<file path="src/rtl/core/bva_pkg.sv">
// Package for the bit-vector ALU core: operation codes and the mode and width field sizes.
// Used by bva_cell and bit_vector_alu_core.
`timescale 1ns / 1ps
`default_nettype none
package bva_pkg;
  typedef enum logic [3:0] {
    OP_ADD  = 4'd0,
    OP_SUB  = 4'd1,
    OP_NEG  = 4'd2,
    OP_NOT  = 4'd3,
    OP_AND  = 4'd4,
    OP_EQ   = 4'd5,
    OP_ULT  = 4'd6,
    OP_SHL  = 4'd7,
    OP_SHR  = 4'd8,
    OP_MUL  = 4'd9,
    OP_UDIV = 4'd10,
    OP_UREM = 4'd11
  } op_t;
  localparam int unsigned MODE_W = 4;
  localparam int unsigned OPW_W  = 7;
endpackage
`default_nettype wire

</file>
<file path="src/rtl/core/bva_cell.sv">
// One cell of the ALU chain: one shift-add multiply step and one restoring
// divide step per enabled cycle on the token it holds. Depends on bva_pkg.
`timescale 1ns / 1ps
`default_nettype none
module bva_cell
  import bva_pkg::*;
#(
  parameter int unsigned W   = 64,
  parameter int unsigned IDX = 0
) (
  input  wire logic         clk,
  input  wire logic         rst_n,
  input  wire logic         en,
  input  wire logic         vld_i,
  input  wire logic [3:0]   mode_i,
  input  wire logic [W-1:0] a_i,
  input  wire logic [W-1:0] b_i,
  input  wire logic [W-1:0] acc_i,
  input  wire logic [W-1:0] rem_i,
  input  wire logic [W-1:0] quo_i,
  input  wire logic [W-1:0] mask_i,
  input  wire logic [OPW_W-1:0] w_i,
  output logic              vld_o,
  output logic [3:0]        mode_o,
  output logic [W-1:0]      a_o,
  output logic [W-1:0]      b_o,
  output logic [W-1:0]      acc_o,
  output logic [W-1:0]      rem_o,
  output logic [W-1:0]      quo_o,
  output logic [W-1:0]      mask_o,
  output logic [OPW_W-1:0]  w_o
);
  localparam int unsigned BIT = W - 1 - IDX;

  logic [W-1:0] acc_nxt, rem_nxt, quo_nxt, rs;
  logic [W:0]   trial;
  logic         vld_r;

  // Multiply step adds a shifted by IDX when bit IDX of b is set; divide step
  // brings in dividend bit BIT and subtracts the divisor when it fits.
  always_comb begin
    acc_nxt = acc_i;
    if (b_i[IDX]) begin
      acc_nxt = acc_i + (a_i << IDX);
    end
    rs      = {rem_i[W-2:0], a_i[BIT]};
    trial   = {rem_i, a_i[BIT]} - {1'b0, b_i};
    quo_nxt = quo_i;
    rem_nxt = rs;
    if (!trial[W]) begin
      rem_nxt      = trial[W-1:0];
      quo_nxt[BIT] = 1'b1;
    end
  end

  always_ff @(posedge clk) begin
    if (!rst_n) begin
      vld_r <= 1'b0;
    end else if (en) begin
      vld_r <= vld_i;
    end
  end

  always_ff @(posedge clk) begin
    if (en) begin
      mode_o <= mode_i;
      a_o    <= a_i;
      b_o    <= b_i;
      acc_o  <= acc_nxt;
      rem_o  <= rem_nxt;
      quo_o  <= quo_nxt;
      mask_o <= mask_i;
      w_o    <= w_i;
    end
  end

  assign vld_o = vld_r;
endmodule
`default_nettype wire

</file>
<file path="config.mk">
export PLATFORM = sky130hd
export DESIGN_NAME = bva_cell
export DESIGN_NICKNAME = d
export VERILOG_FILES = /design/src/rtl/core/bva_pkg.sv /design/src/rtl/core/bva_cell.sv
export SDC_FILE = /design/constraint.sdc
export NUM_CORES = 1
export LEC_CHECK = 0
export BUFFER_PORTS_ARGS = -buffer_cell sky130_fd_sc_hd__buf_2
export CORE_AREA = 2 2 311 313
export DETAILED_ROUTE_END_ITERATION = 8
export DIE_AREA = 0 0 313 315
export PLACE_DENSITY_LB_ADDON = 0.05
export SLEW_MARGIN = 25
export SYNTH_ARGS = -nofsm -noshare
export SYNTH_HDL_FRONTEND = slang
export SYNTH_SLANG_ARGS = --single-unit
</file>
<file path="constraint.sdc">
create_clock -name clk -period 5.6 [get_ports clk]
set_clock_uncertainty 0.05 [all_clocks]
set_input_delay 0 -clock clk [delete_from_list [all_inputs] [get_ports clk]]
set_output_delay 0 -clock clk [all_outputs]
set_load 0.05 [all_outputs]
</file>
==> results.yml <==
worst_setup_path:
  worstSetupStartpointType: "input port"
  end_kind: "flip-flop"
  cpMaxStageDelayCell: "dlygate4sd3_1"
  crit_arrival_ns: 5.51
  worstReg2RegEnd: "vld_o"
  crit_required_ns: 5.94
  critPathKind: "in -> reg"
  cp_top_family: "buffers and inverters"
  worstPathCellList: "dlygate4sd3_1 -> buf_2 -> inv_1 -> ha_1 -> fa_1 -> nand2b_1 -> a21oi_1 -> o21ai_1 -> o21a_1 -> a2111o_1 -> o211ai_2 -> a311o_1 -> a31oi_2 -> o311ai_4 -> buf_6 -> mux2i_1 -> dlygate4sd3_1 -> nand3_1 -> dlygate4sd3_1"
  max_stage_delay_ns: 0.55
  r2r-start: "vld_o"
  cp_max_fo: 19
  cp_common_cell: "dlygate4sd3_1"
  startpoint: "a_i[63]"
  path_buf_inv: 6
  crit_cells: 19
  r2r_slack_ns: 4.42
  worst-r2r-cell-count: 3
place:
  portBuffers: 794
  placedInstanceArea_um2: 26400
  dp_hpwl_um: 69100
  gp_congestion: 0.819
synth:
  ys_seq_elements: 396
  synth_area_leaders: "edfxtp_1 (56%), ha_1 (7.5%), mux2_2 (4.9%), a21oi_1 (3.9%), xnor2_1 (2.6%)"
  yosys_warnings: 0
  synth-edff-count: 395
  yosysTopAreaCellShare: 0.563
  synth-seq-area-share: 0.564
  avgSynthCellArea_um2: 12.3
  synthesis.instances: 1708
  synthArstFlopShare: 0
  syn_nets: 2236
  synth_area_um2: 21100
  synthFlopType: "edfxtp_1"
  synth_area_leader_cell: "edfxtp_1"
  synth.distinct_cells: 75
final_layout:
  syn2layout_area_growth_pct: 55.7
  final_util: 0.343
  layout-drive-gt1-share: 0.329
  fin_area_um2: 32800
  final_nets: 3505
cts:
  cts_buffers: 51
  root_buffer: "clkbuf_16"
  cts_sinks: 396
  tritoncts: "done"
  clock_latency_ns: 0.64
  path_clk_slew_ns: 0.06
  clk_path_buf_depth: 3
  htreeDepth: 2
drt:
  ant_nets: 0
  dr.pass1.iters: 5
  drc: 0
  wl_um: 88300
  drt_iter0_markers: 927
  vias: 18773
  drt-wirelength-per-cell_um: 20.5
  avgViaCountPerCell: 4.37
power:
  peakVddDrop_v: 0.000194
  power_leakage_nw: 14.0
  power_density_nw_per_um2: 305
  power.total_mw: 10.0
floorplanning:
  die_w_um: 313
  start_util: 0.220
  dieArea_um2: 98600
  die_h_um: 315
  core_region_area_um2: 95700
  rows: 114
  pin_count: 795
timing:
  whs_ns: 0.0268
  period_needed_ns: 5.17
  relSlewSlack: 0.304
  setup-tns-final_ns: 0
  hold_violations: 0
  fmax_mhz: 194
  finalSetupViolations: 0
  slew_violations: 0
  rsz0062_at_grt: "false"
  tightest_slew_ns: 1.04
  timing.final.crit_share: 0.923
global_route:
  grt_antenna_before_repair: 11
  grt_pass1_vias: 19799
  grt_overflow_total: 0
  grt_pass1_wl_um: 128000
  grt_use_total: 0.172
  grt_max_degree: 149
job:
  maxCapViolations: 0
run_status:
  status: "completed"
hold_path:
  hold_start: "rem_i[63]"
  worstHoldEndpoint: "rem_o[11]"
  holdPathStages: 4
  hold_class: "in -> reg"
==> worst reg2reg max path: stages (launching register included) <==
cell and delay, ns:
dfxtp_1 0.31, mux2i_1 0.12, nor2b_1 0.06, dlygate4sd3_1 0.54
==> cells by family (layout without fill, tap and decap cells) <==
family                   count (synthesis)  in the layout  share of synthesized area
other                                    0              6                          0
AO/OA/AOI/OAI                          436            436                      0.131
AND/OR/NAND/NOR                        345            345                     0.0804
adder cells (fa/ha/maj)                129            129                     0.0773
multiplexers                           116            116                     0.0653
flip-flops                             396            396                      0.564
buffers and inverters                  170           1477                     0.0340
XOR/XNOR                               116            116                     0.0482
==> placed cells by master, fill, tap and decap left out, types with 7 or more instances in the layout <==
| master | n |
|---|---|
| o31ai_1 | 7 |
| mux2_4 | 20 |
| edfxtp_1 | 395 |
| mux2_2 | 92 |
| xnor2_1 | 63 |
| inv_1 | 97 |
| o21bai_1 | 21 |
| ha_1 | 127 |
| a211oi_1 | 10 |
| a21o_1 | 69 |
| o22ai_1 | 7 |
| nor2_1 | 68 |
| clkbuf_16 | 51 |
| nor2b_1 | 17 |
| clkbuf_1 | 15 |
| o211ai_1 | 8 |
| buf_2 | 792 |
| nand2_1 | 107 |
| and3_1 | 8 |
| a31oi_1 | 16 |
| or3_1 | 8 |
| xor2_1 | 53 |
| o21a_1 | 10 |
| nand2b_1 | 12 |
| nand4_1 | 40 |
| a21oi_1 | 165 |
| o21ai_0 | 67 |
| and2_1 | 9 |
| clkinv_1 | 10 |
| dlygate4sd3_1 | 488 |
| nor3_1 | 21 |
| nand3_1 | 29 |
==> worst max path at each step <==
stage | end
global placement | rem_o[27]
CTS | rem_o[63]
floorplan | rem_o[30]
finish | rem_o[63]
detailed placement | rem_o[29]
global route | rem_o[63]
==> timing repair <==
item / 4_1_cts / 5_1_grt
setup buffers: 0 / 0
gates resized for setup: 0 / 1
endpoints found under the hold margin: 446 / 0
hold buffers: 488 / 0
setup endpoints to repair: 0 / 1
==> sequential cells by signal (all words and copies together), names as in the netlist, 4 cells and up <==
register	flops
a_o	64
acc_o	64
mode_o	4
quo_o	64
rem_o	64
b_o	64
w_o	7
mask_o	64
==> stage by stage <==
stage	setup slack (ns)	instances
2_1_floorplan	1.93	1708
4_1_cts	0.323	4291
3_5_place_dp	1.11	3712
5_1_grt	0.0598	4296
6_report	0.432	4297
3_3_place_gp	1.23	3712
==> area by class of cell <==
class	instances	area (um^2)
tap	1276	1600
sequential	396	11900
clock inverter	25	170
multi-input combinational	1142	8490
fill	9865	62900
timing repair buffer	1289	8960
antenna	6	15.0
clock buffer	66	1330
inverter	97	364
==> power by group <==
| part | internal [mW] | total [mW] | switching [mW] |
|---|---|---|---|
| logic | 1.07 | 3.23 | 2.16 |
| registers | 3.64 | 3.72 | 0.0789 |
| clock network | 1.68 | 3.07 | 1.39 |
==> per-layer routing <==
metal,GRT usage,wire length (um),vias up
li1,-,-,9007
met1,0.204,36500,9110
met2,0.311,44600,571
met3,0.0445,5690,81
met4,0.0386,1520,4
met5,0,30,-
==> synth_stat cells, types with 12 or more instances <==
cell	number
ha_1	127
nor3_1	21
clkbuf_1	57
xor2_1	53
xnor2_1	63
a31oi_1	16
nand2_1	107
nor2_1	68
edfxtp_1	395
inv_1	97
nand2b_1	12
mux2_2	92
nand3_1	29
o21ai_0	67
a21oi_1	165
a21o_1	69
nand4_1	40
nor2b_1	17
mux2_4	20
o21bai_1	21
Note: power is estimated with default switching activity, not from simulation.
